File: config.mk
export PLATFORM = sky130hd
export DESIGN_NAME = bitmap_contiguous_page_allocator_unit
export DESIGN_NICKNAME = d
export VERILOG_FILES = /design/src/rtl/bcpa_pkg.sv /design/src/rtl/bcpa_ram.sv /design/src/rtl/bcpa_datapath.sv /design/src/rtl/bcpa_ctrl.sv /design/src/rtl/bitmap_contiguous_page_allocator_unit.sv
export SDC_FILE = /design/constraint.sdc
export NUM_CORES = 2
export LEC_CHECK = 0
export BUFFER_PORTS_ARGS = -buffer_cell sky130_fd_sc_hd__buf_2
export CORE_MARGIN = 5
export CORE_UTILIZATION = 42
export DETAILED_ROUTE_END_ITERATION = 7
export HOLD_SLACK_MARGIN = 0.06
export PLACE_DENSITY = 0.56
export SLEW_MARGIN = 20
export SYNTH_ARGS = -nofsm -noshare
export SYNTH_HDL_FRONTEND = slang
export SYNTH_HIERARCHICAL = 1
export SYNTH_SLANG_ARGS = --single-unit
File: constraint.sdc
create_clock -name clk -period 26.5 [get_ports clk]
set_clock_uncertainty 0.1 [all_clocks]
set_input_delay 3.975 -clock clk [delete_from_list [all_inputs] [get_ports clk]]
set_output_delay 3.975 -clock clk [all_outputs]
set_load 0.02 [all_outputs]
File: src/rtl/bcpa_pkg.sv
package bcpa_pkg;

  // Pool geometry.
  localparam int MAX_PAGES = 1024;
  localparam int PAGE_W    = $clog2(MAX_PAGES);
  localparam int CNT_W     = PAGE_W + 1;
  localparam int WORD_BITS = 8;
  localparam int BIT_W     = $clog2(WORD_BITS);
  localparam int ROWS      = MAX_PAGES / WORD_BITS;
  localparam int ROW_W     = PAGE_W - BIT_W;
  localparam logic [CNT_W-1:0] MAX_P = CNT_W'(MAX_PAGES);

  typedef enum logic [1:0] {
    REQ_ALLOC = 2'd0,
    REQ_FREE  = 2'd1,
    REQ_QUERY = 2'd2
  } req_e;

  typedef enum logic [1:0] {
    ST_OK       = 2'd0,
    ST_NO_SPACE = 2'd1,
    ST_RANGE    = 2'd2
  } status_e;

  typedef struct packed {
    logic [1:0]        req_type;
    logic [PAGE_W-1:0] page_number;
    logic [CNT_W-1:0]  page_count;
  } req_t;

  typedef struct packed {
    logic [1:0]        status;
    logic [PAGE_W-1:0] first_page;
    logic              page_free;
  } rsp_t;

  typedef enum logic [3:0] {
    S_IDLE,
    S_DECODE,
    S_SCAN_RD,
    S_SCAN_EV,
    S_MARK_RD,
    S_MARK_WR,
    S_QRY_RD,
    S_QRY_EV,
    S_DONE
  } state_t;

  // Commands from the controller to the datapath.
  typedef struct packed {
    logic load;
    logic decode;
    logic scan_rd;
    logic scan_ev;
    logic mark_rd;
    logic mark_wr;
    logic qry_ev;
  } cmd_t;

  // Status from the datapath to the controller.
  typedef struct packed {
    logic [1:0] req_type;
    logic       free_bad;
    logic       cnt_zero;
    logic       q_oob;
    logic       pass_end;
    logic       pass2;
    logic       found;
    logic       mark_last;
  } sts_t;

endpackage

File: src/rtl/bcpa_ram.sv
module bcpa_ram #(
  parameter int WIDTH = 8,
  parameter int DEPTH = 128
) (
  input  logic                     clk,
  input  logic                     we,
  input  logic [$clog2(DEPTH)-1:0] waddr,
  input  logic [WIDTH-1:0]         wdata,
  input  logic [$clog2(DEPTH)-1:0] raddr,
  output logic [WIDTH-1:0]         rdata
);

  logic [WIDTH-1:0] mem [DEPTH];

  // One write port, one registered read port.
  always_ff @(posedge clk) begin
    if (we) begin
      mem[waddr] <= wdata;
    end
    rdata <= mem[raddr];
  end

endmodule

File: src/rtl/bcpa_datapath.sv
module bcpa_datapath import bcpa_pkg::*; (
  input  logic             clk,
  input  logic             rst,
  input  req_t             req,
  input  logic             cfg_we,
  input  logic [CNT_W-1:0] cfg_wdata,
  input  cmd_t             cmd,
  output sts_t             sts,
  output rsp_t             rsp
);

  logic [CNT_W-1:0]     total_pages;
  logic [CNT_W-1:0]     pool;
  req_t                 req_r;
  logic [CNT_W-1:0]     cursor;
  logic [CNT_W-1:0]     pos;
  logic [CNT_W-1:0]     run;
  logic [CNT_W-1:0]     run_start;
  logic                 pass2;
  logic [CNT_W-1:0]     mpos;
  logic [CNT_W-1:0]     mend;
  logic                 mval;
  rsp_t                 res;
  logic [ROWS-1:0]      row_valid;
  logic [ROW_W-1:0]     raddr;
  logic [ROW_W-1:0]     rd_row;
  logic [WORD_BITS-1:0] rdata;
  logic [WORD_BITS-1:0] eff_word;
  logic [WORD_BITS-1:0] mark_word;
  logic [CNT_W-1:0]     pos_next_base;
  logic [CNT_W-1:0]     mpos_next_base;
  logic [CNT_W-1:0]     scan_run;
  logic [CNT_W-1:0]     scan_start;
  logic [CNT_W-1:0]     scan_hit;
  logic                 scan_found;
  logic [CNT_W:0]       free_end;

  assign pool = (total_pages > MAX_P) ? MAX_P : total_pages;

  // Configuration register.
  always_ff @(posedge clk) begin
    if (rst) begin
      total_pages <= MAX_P;
    end else if (cfg_we) begin
      total_pages <= cfg_wdata;
    end
  end

  // Bitmap storage; a row never written reads as all free.
  always_comb begin
    case (1'b1)
      cmd.scan_rd: raddr = pos[PAGE_W-1:BIT_W];
      cmd.mark_rd: raddr = mpos[PAGE_W-1:BIT_W];
      default:     raddr = req_r.page_number[PAGE_W-1:BIT_W];
    endcase
  end

  bcpa_ram #(.WIDTH(WORD_BITS), .DEPTH(ROWS)) u_map (
    .clk   (clk),
    .we    (cmd.mark_wr),
    .waddr (mpos[PAGE_W-1:BIT_W]),
    .wdata (mark_word),
    .raddr (raddr),
    .rdata (rdata)
  );

  always_ff @(posedge clk) begin
    rd_row <= raddr;
  end

  always_ff @(posedge clk) begin
    if (rst) begin
      row_valid <= '0;
    end else if (cmd.mark_wr) begin
      row_valid[mpos[PAGE_W-1:BIT_W]] <= 1'b1;
    end
  end

  assign eff_word = row_valid[rd_row] ? rdata : '1;

  assign pos_next_base  = {pos[CNT_W-1:BIT_W] + 1'b1, BIT_W'(0)};
  assign mpos_next_base = {mpos[CNT_W-1:BIT_W] + 1'b1, BIT_W'(0)};

  // Run search across the pages of one word, in ascending order.
  always_comb begin
    logic [CNT_W-1:0] pg;
    scan_run   = run;
    scan_start = run_start;
    scan_found = 1'b0;
    scan_hit   = '0;
    for (int j = 0; j < WORD_BITS; j++) begin
      pg = {pos[CNT_W-1:BIT_W], BIT_W'(j)};
      if (!scan_found && pg >= pos && pg < pool) begin
        if (eff_word[j]) begin
          if (scan_run == '0) begin
            scan_start = pg;
          end
          scan_run = scan_run + 1'b1;
          if (scan_run == req_r.page_count) begin
            scan_found = 1'b1;
            scan_hit   = pg;
          end
        end else begin
          scan_run = '0;
        end
      end
    end
  end

  // Word with the part of the run that falls in it overwritten.
  always_comb begin
    logic [CNT_W-1:0] pg;
    for (int j = 0; j < WORD_BITS; j++) begin
      pg = {mpos[CNT_W-1:BIT_W], BIT_W'(j)};
      mark_word[j] = (pg >= mpos && pg < mend) ? mval : eff_word[j];
    end
  end

  assign free_end = {2'b00, req_r.page_number} + {1'b0, req_r.page_count};

  // Search, mark and result registers.
  always_ff @(posedge clk) begin
    if (rst) begin
      cursor <= '0;
    end else if (cmd.scan_rd && pos >= pool && pass2) begin
      cursor <= pool;
    end else if (cmd.scan_ev && scan_found) begin
      cursor <= scan_hit;
    end
  end

  always_ff @(posedge clk) begin
    if (cmd.load) begin
      req_r <= req;
      pos   <= cursor;
      run   <= '0;
      pass2 <= 1'b0;
      res   <= '0;
    end else if (cmd.decode) begin
      mpos <= {1'b0, req_r.page_number};
      mend <= free_end[CNT_W-1:0];
      mval <= 1'b1;
      if (req_r.req_type == REQ_FREE && sts.free_bad) begin
        res.status <= ST_RANGE;
      end
    end else if (cmd.scan_rd) begin
      if (pos >= pool) begin
        if (!pass2) begin
          pass2 <= 1'b1;
          pos   <= '0;
          run   <= '0;
        end else begin
          res.status <= ST_NO_SPACE;
        end
      end
    end else if (cmd.scan_ev) begin
      if (scan_found) begin
        res.first_page <= scan_start[PAGE_W-1:0];
        mpos <= scan_start;
        mend <= scan_start + req_r.page_count;
        mval <= 1'b0;
      end else begin
        pos       <= pos_next_base;
        run       <= scan_run;
        run_start <= scan_start;
      end
    end else if (cmd.mark_wr) begin
      mpos <= mpos_next_base;
    end else if (cmd.qry_ev) begin
      res.page_free <= eff_word[req_r.page_number[BIT_W-1:0]];
    end
  end

  // Status toward the controller.
  assign sts.req_type  = req_r.req_type;
  assign sts.free_bad  = free_end > {1'b0, pool};
  assign sts.cnt_zero  = req_r.page_count == '0;
  assign sts.q_oob     = {1'b0, req_r.page_number} >= pool;
  assign sts.pass_end  = pos >= pool;
  assign sts.pass2     = pass2;
  assign sts.found     = scan_found;
  assign sts.mark_last = mpos_next_base >= mend;

  assign rsp = res;

endmodule

File: src/rtl/bcpa_ctrl.sv
module bcpa_ctrl import bcpa_pkg::*; (
  input  logic clk,
  input  logic rst,
  input  logic start,
  input  sts_t sts,
  output cmd_t cmd,
  output logic busy,
  output logic done
);

  state_t state;
  state_t state_next;

  always_ff @(posedge clk) begin
    if (rst) begin
      state <= S_IDLE;
    end else begin
      state <= state_next;
    end
  end

  // Next state.
  always_comb begin
    state_next = state;
    case (state)
      S_IDLE: begin
        if (start) state_next = S_DECODE;
      end
      S_DECODE: begin
        case (sts.req_type)
          REQ_ALLOC: state_next = S_SCAN_RD;
          REQ_FREE:  state_next = (sts.free_bad || sts.cnt_zero) ? S_DONE : S_MARK_RD;
          REQ_QUERY: state_next = sts.q_oob ? S_DONE : S_QRY_RD;
          default:   state_next = S_DONE;
        endcase
      end
      S_SCAN_RD: begin
        if (!sts.pass_end) state_next = S_SCAN_EV;
        else if (sts.pass2) state_next = S_DONE;
      end
      S_SCAN_EV: state_next = sts.found ? S_MARK_RD : S_SCAN_RD;
      S_MARK_RD: state_next = S_MARK_WR;
      S_MARK_WR: state_next = sts.mark_last ? S_DONE : S_MARK_RD;
      S_QRY_RD:  state_next = S_QRY_EV;
      S_QRY_EV:  state_next = S_DONE;
      S_DONE:    state_next = S_IDLE;
      default:   state_next = S_IDLE;
    endcase
  end

  // Outputs.
  always_comb begin
    cmd  = '0;
    busy = 1'b1;
    done = 1'b0;
    case (state)
      S_IDLE: begin
        busy     = 1'b0;
        cmd.load = start;
      end
      S_DECODE:  cmd.decode  = 1'b1;
      S_SCAN_RD: cmd.scan_rd = 1'b1;
      S_SCAN_EV: cmd.scan_ev = 1'b1;
      S_MARK_RD: cmd.mark_rd = 1'b1;
      S_MARK_WR: cmd.mark_wr = 1'b1;
      S_QRY_EV:  cmd.qry_ev  = 1'b1;
      S_DONE:    done        = 1'b1;
      default:   cmd         = '0;
    endcase
  end

endmodule

File: src/rtl/bitmap_contiguous_page_allocator_unit.sv
// Next-fit contiguous page allocator over a free bitmap of up to 1024 pages.
// A request is taken when start is high while busy is low; it carries the
// request type (allocate, free, query), a page number and a page count.
// Each request yields exactly one result on rsp, shown for one cycle with
// done high; the receiver cannot stall, so the result must be taken then.
// busy stays high from the cycle after acceptance through the done cycle.
// The bitmap lives in a RAM of 128 rows of 8 pages, read one row at a time.
// An allocate scans from the cursor row by row, then, if no run is found,
// once more from page 0, and marks the run with one read and one write per
// row. A free reads and writes each row it touches; a query reads one row.
// cfg_we writes the pool size (total_pages); the user must do this only
// while the block is idle, as the block itself does not enforce it.
// Reset makes every page free, clears the cursor and sets the pool to 1024
// pages; there is no clearing pass, rows never written read as free.
module bitmap_contiguous_page_allocator_unit import bcpa_pkg::*; (
  input  logic             clk,
  input  logic             rst,
  input  logic             start,
  input  req_t             req,
  output logic             busy,
  output logic             done,
  output rsp_t             rsp,
  input  logic             cfg_we,
  input  logic [CNT_W-1:0] cfg_wdata
);

  cmd_t cmd;
  sts_t sts;

  bcpa_ctrl u_ctrl (
    .clk   (clk),
    .rst   (rst),
    .start (start),
    .sts   (sts),
    .cmd   (cmd),
    .busy  (busy),
    .done  (done)
  );

  bcpa_datapath u_dp (
    .clk       (clk),
    .rst       (rst),
    .req       (req),
    .cfg_we    (cfg_we),
    .cfg_wdata (cfg_wdata),
    .cmd       (cmd),
    .sts       (sts),
    .rsp       (rsp)
  );

  // An accepted request makes the block busy in the next cycle.
  a_accept_busy: assert property (@(posedge clk) disable iff (rst)
    start && !busy |=> busy) else $error("request accepted but block not busy");

  // A result ends the request: the block is idle right after it.
  a_done_idle: assert property (@(posedge clk) disable iff (rst)
    done |=> !busy && !done) else $error("block still busy after result");

  // A result only follows a request in flight.
  a_done_busy: assert property (@(posedge clk) disable iff (rst)
    done |-> busy && $past(busy)) else $error("result without request");

  // A failed allocate reports page zero.
  a_fail_zero: assert property (@(posedge clk) disable iff (rst)
    done && rsp.status == ST_NO_SPACE |-> rsp.first_page == '0)
    else $error("no-space result with nonzero first page");

endmodule
==> results.tsv <==
stage	metric	value	unit
floorplan	die-area	152000	µm²
critical_path	arrival	17.31	ns
global_route	antenna_found_initial	2	
critical_path	crit_top_cell	inv_1	
cells_and_area	diodes	0	
cts	clkTransAtPathRegs	0.06	ns
critical_path	cp_max_fo	46	
yosys	synth_seq_cells	1286	
power	p_leak	22.1	nW
drt	dr.pass1.iters	6	
yosys	ys_top_cells_by_area	edfxtp_1 54%, mux4_2 13%, dfxtp_1 6.4%, nor2_1 2.6%, a21oi_1 2.0%	
yosys	ys_seq_area_share	60.4	%
cells_and_area	stdcell_area	68000	µm²
place	globalplace.congestion	0.917	
cts	htree_num_levels	4	
drt	vias	38400	
cts	cts_tree	built	
sta	fin_setup_tns	0	ns
cts	clock_sinks	1286	
drt	ant_nets	0	
floorplan	start_util	42.3	%
floorplan	ios	53	
yosys	ys.flop_type	edfxtp_1	
power	p_per_area	136	nW/µm²
power	vdd_ir_drop_max	0.159	mV
floorplan	fp-row-count	139	
sta	finalHoldViolCount	0	
cts	cts_made_buffers	138	
yosys	syn_area	60700	µm²
sta	worstMarginPinSlew	1.13	ns
yosys	netlist_instances	4239	
cts	ctsLongestPathBuffers	3	
yosys	async_flop_share	0	%
sta	slew_violations	0	
cells_and_area	fin_nets	4411	
cts	ctsHoldBuffers	0	
floorplan	core_area	144000	µm²
global_route	grt_max_degree	143	
flow_run	drv_cap	0	
critical_path	crit_family	compound AO/OA/AOI/OAI gates	
global_route	grtUsageTotal	22.4	%
cells_and_area	num-fill-cells	12500	
cells_and_area	areaGrowthSynthToFinish	12.0	%
yosys	syn_area_per_cell	14.3	µm²
drt	totalWireLength	173000	µm
sta	rsz0062_at_grt	false	
cts	cts_root_buffer	clkbuf_16	
floorplan	die_w	390	µm
global_route	grt_first_pass_wirelength	257000	µm
yosys	synthTopCellsByCount	1092 x edfxtp_1, 426 x nor2_1, 356 x mux4_2, 239 x a21oi_1, 194 x dfxtp_1	
yosys	yosysTopAreaCellShare	54.0	%
drt	drt_iter0_markers	3847	
place	dp_hpwl	113000	µm
place	dpl.cell_count	6043	
sta	finalSetupViolCount	0	
cts	clock_latency	0.78	ns
critical_path	cp-end-kind	flop	
critical_path	cp.required	26.88	ns
critical_path	criticalPathCategory	reg -> reg	
floorplan	die_h	390	µm
critical_path	slowest_delay	0.83	ns
sta	period_minus_slack	16.93	ns
yosys	yosys.area.top_type	edfxtp_1	
place	placed_area	63200	µm²
cells_and_area	drive_gt1_share	19.3	%
yosys	synth-edff-count	1092	
yosys	syn_nets	4369	
yosys	yosysMostFrequentCell	edfxtp_1	
place	port_buffers	52	
critical_path	start_kind	flop	
cts	post_cts_buffers	0	
drt	drt_drc_violations_left	0	
sta	fmax	0.0591	GHz
cells_and_area	fin_cells	6291	
yosys	synth_cell_types	128	
global_route	overflow	0	
run_status	status	finished clean	
critical_path	cpMaxStageDelayCell	o21ai_1	
yosys	yosysWarningCount	6	
drt	routed_via_density	6.11	
sta	finalCritPeriodShare	63.9	%
global_route	grt_pass1_vias	37600	
cts	cts_resized	0	
critical_path	worst-path-buf-inv	6	
drt	detail_route.wl_per_cell	27.5	µm
sta	slew-limit-headroom	24.2	%
worst_hold_path	hp-class	reg -> reg	
## path summary, 6_finish.rpt
| check | start | end | slack, ns | depth (start not counted) |
|---|---|---|---|---|
| max | u_dp/rd_row[2] | u_dp/mend[10] | 9.57 | 55 |
| min | u_dp/row_valid[89] | u_dp/row_valid[89] | 0.36 | 2 |
| max reg2reg | u_dp/rd_row[2] | u_dp/mend[10] | 9.57 | 55 |
| min reg2reg | u_dp/row_valid[89] | u_dp/row_valid[89] | 0.36 | 2 |
## placed cells by master (no fill, tap or decap), types with 22 or more instances in the layout
cell	count
edfxtp_1	1092
nor2_1	425
mux4_2	356
a21oi_1	231
nand2_1	192
dfxtp_1	192
clkbuf_16	138
xnor2_1	104
nand3_1	102
o21ai_0	98
buf_4	97
ha_1	90
inv_1	88
nor3_1	86
mux2i_1	82
buf_2	51
nand4_1	49
a31oi_1	37
nand2b_1	37
o211ai_1	35
a21o_1	33
xor2_1	30
nor4_1	29
nor2b_1	29
a211oi_1	28
and3_1	27
clkbuf_1	26
or3_1	24
and2_1	23
clkinv_1	22
## state kept, by name, summed over array words and instances, names as in the netlist, 13 cells and up
signal          cells
u_dp/u_map/mem   1024
u_dp/row_valid    128
u_dp/rsp           13
u_dp/req_r         21
## kinds of logic after synthesis
family          synth area share, %
flops                          60.4
simple gates                   9.25
compound gates                 8.91
mux                            14.9
buf+inv                        2.43
xor+xnor                       2.16
fa+ha+maj                      1.92
## layer usage
layer,global-route usage (%),wire (µm),vias up
met4,5.94,4200,0
li1,-,-,16900
met1,32.5,75900,19800
met5,0,0,-
met2,35.8,81300,1496
met3,3.44,11600,241
## worst min-delay path: stages (launching register included)
cell	delay, ns
dfxtp_1	0.32
a21oi_1	0.04
nor2_1	0.07
## stage by stage
step | setup WS, ns | power [mW] | hold slack (ns) | utilization, %
floorplan | 12.39 | 5.92 | 0.331 | -
global placement | 10.09 | 7.27 | 0.344 | 44.0
detailed placement | 9.89 | 7.30 | 0.353 | 44.0
CTS | 9.83 | 9.29 | 0.366 | 47.3
global route | 8.27 | 9.72 | 0.390 | 47.3
finish | 9.57 | 9.26 | 0.362 | 47.3
## where the power goes
group	total (mW)	switching [mW]	internal (mW)
clock	1.97	0.814	1.15
sequential	2.94	0.101	2.84
combinational	4.35	2.80	1.55
## final cells by class
class	instances	area, µm²	area share (%)
inverter	92	345	0.508
sequential	1286	36700	54.0
tap	1903	2380	3.50
timing repair buffer	152	1070	1.58
clock buffer	173	3670	5.41
clock inverter	74	1030	1.51
multi-input combinational	2611	22800	33.5
Power figures use the tool's default switching activity.
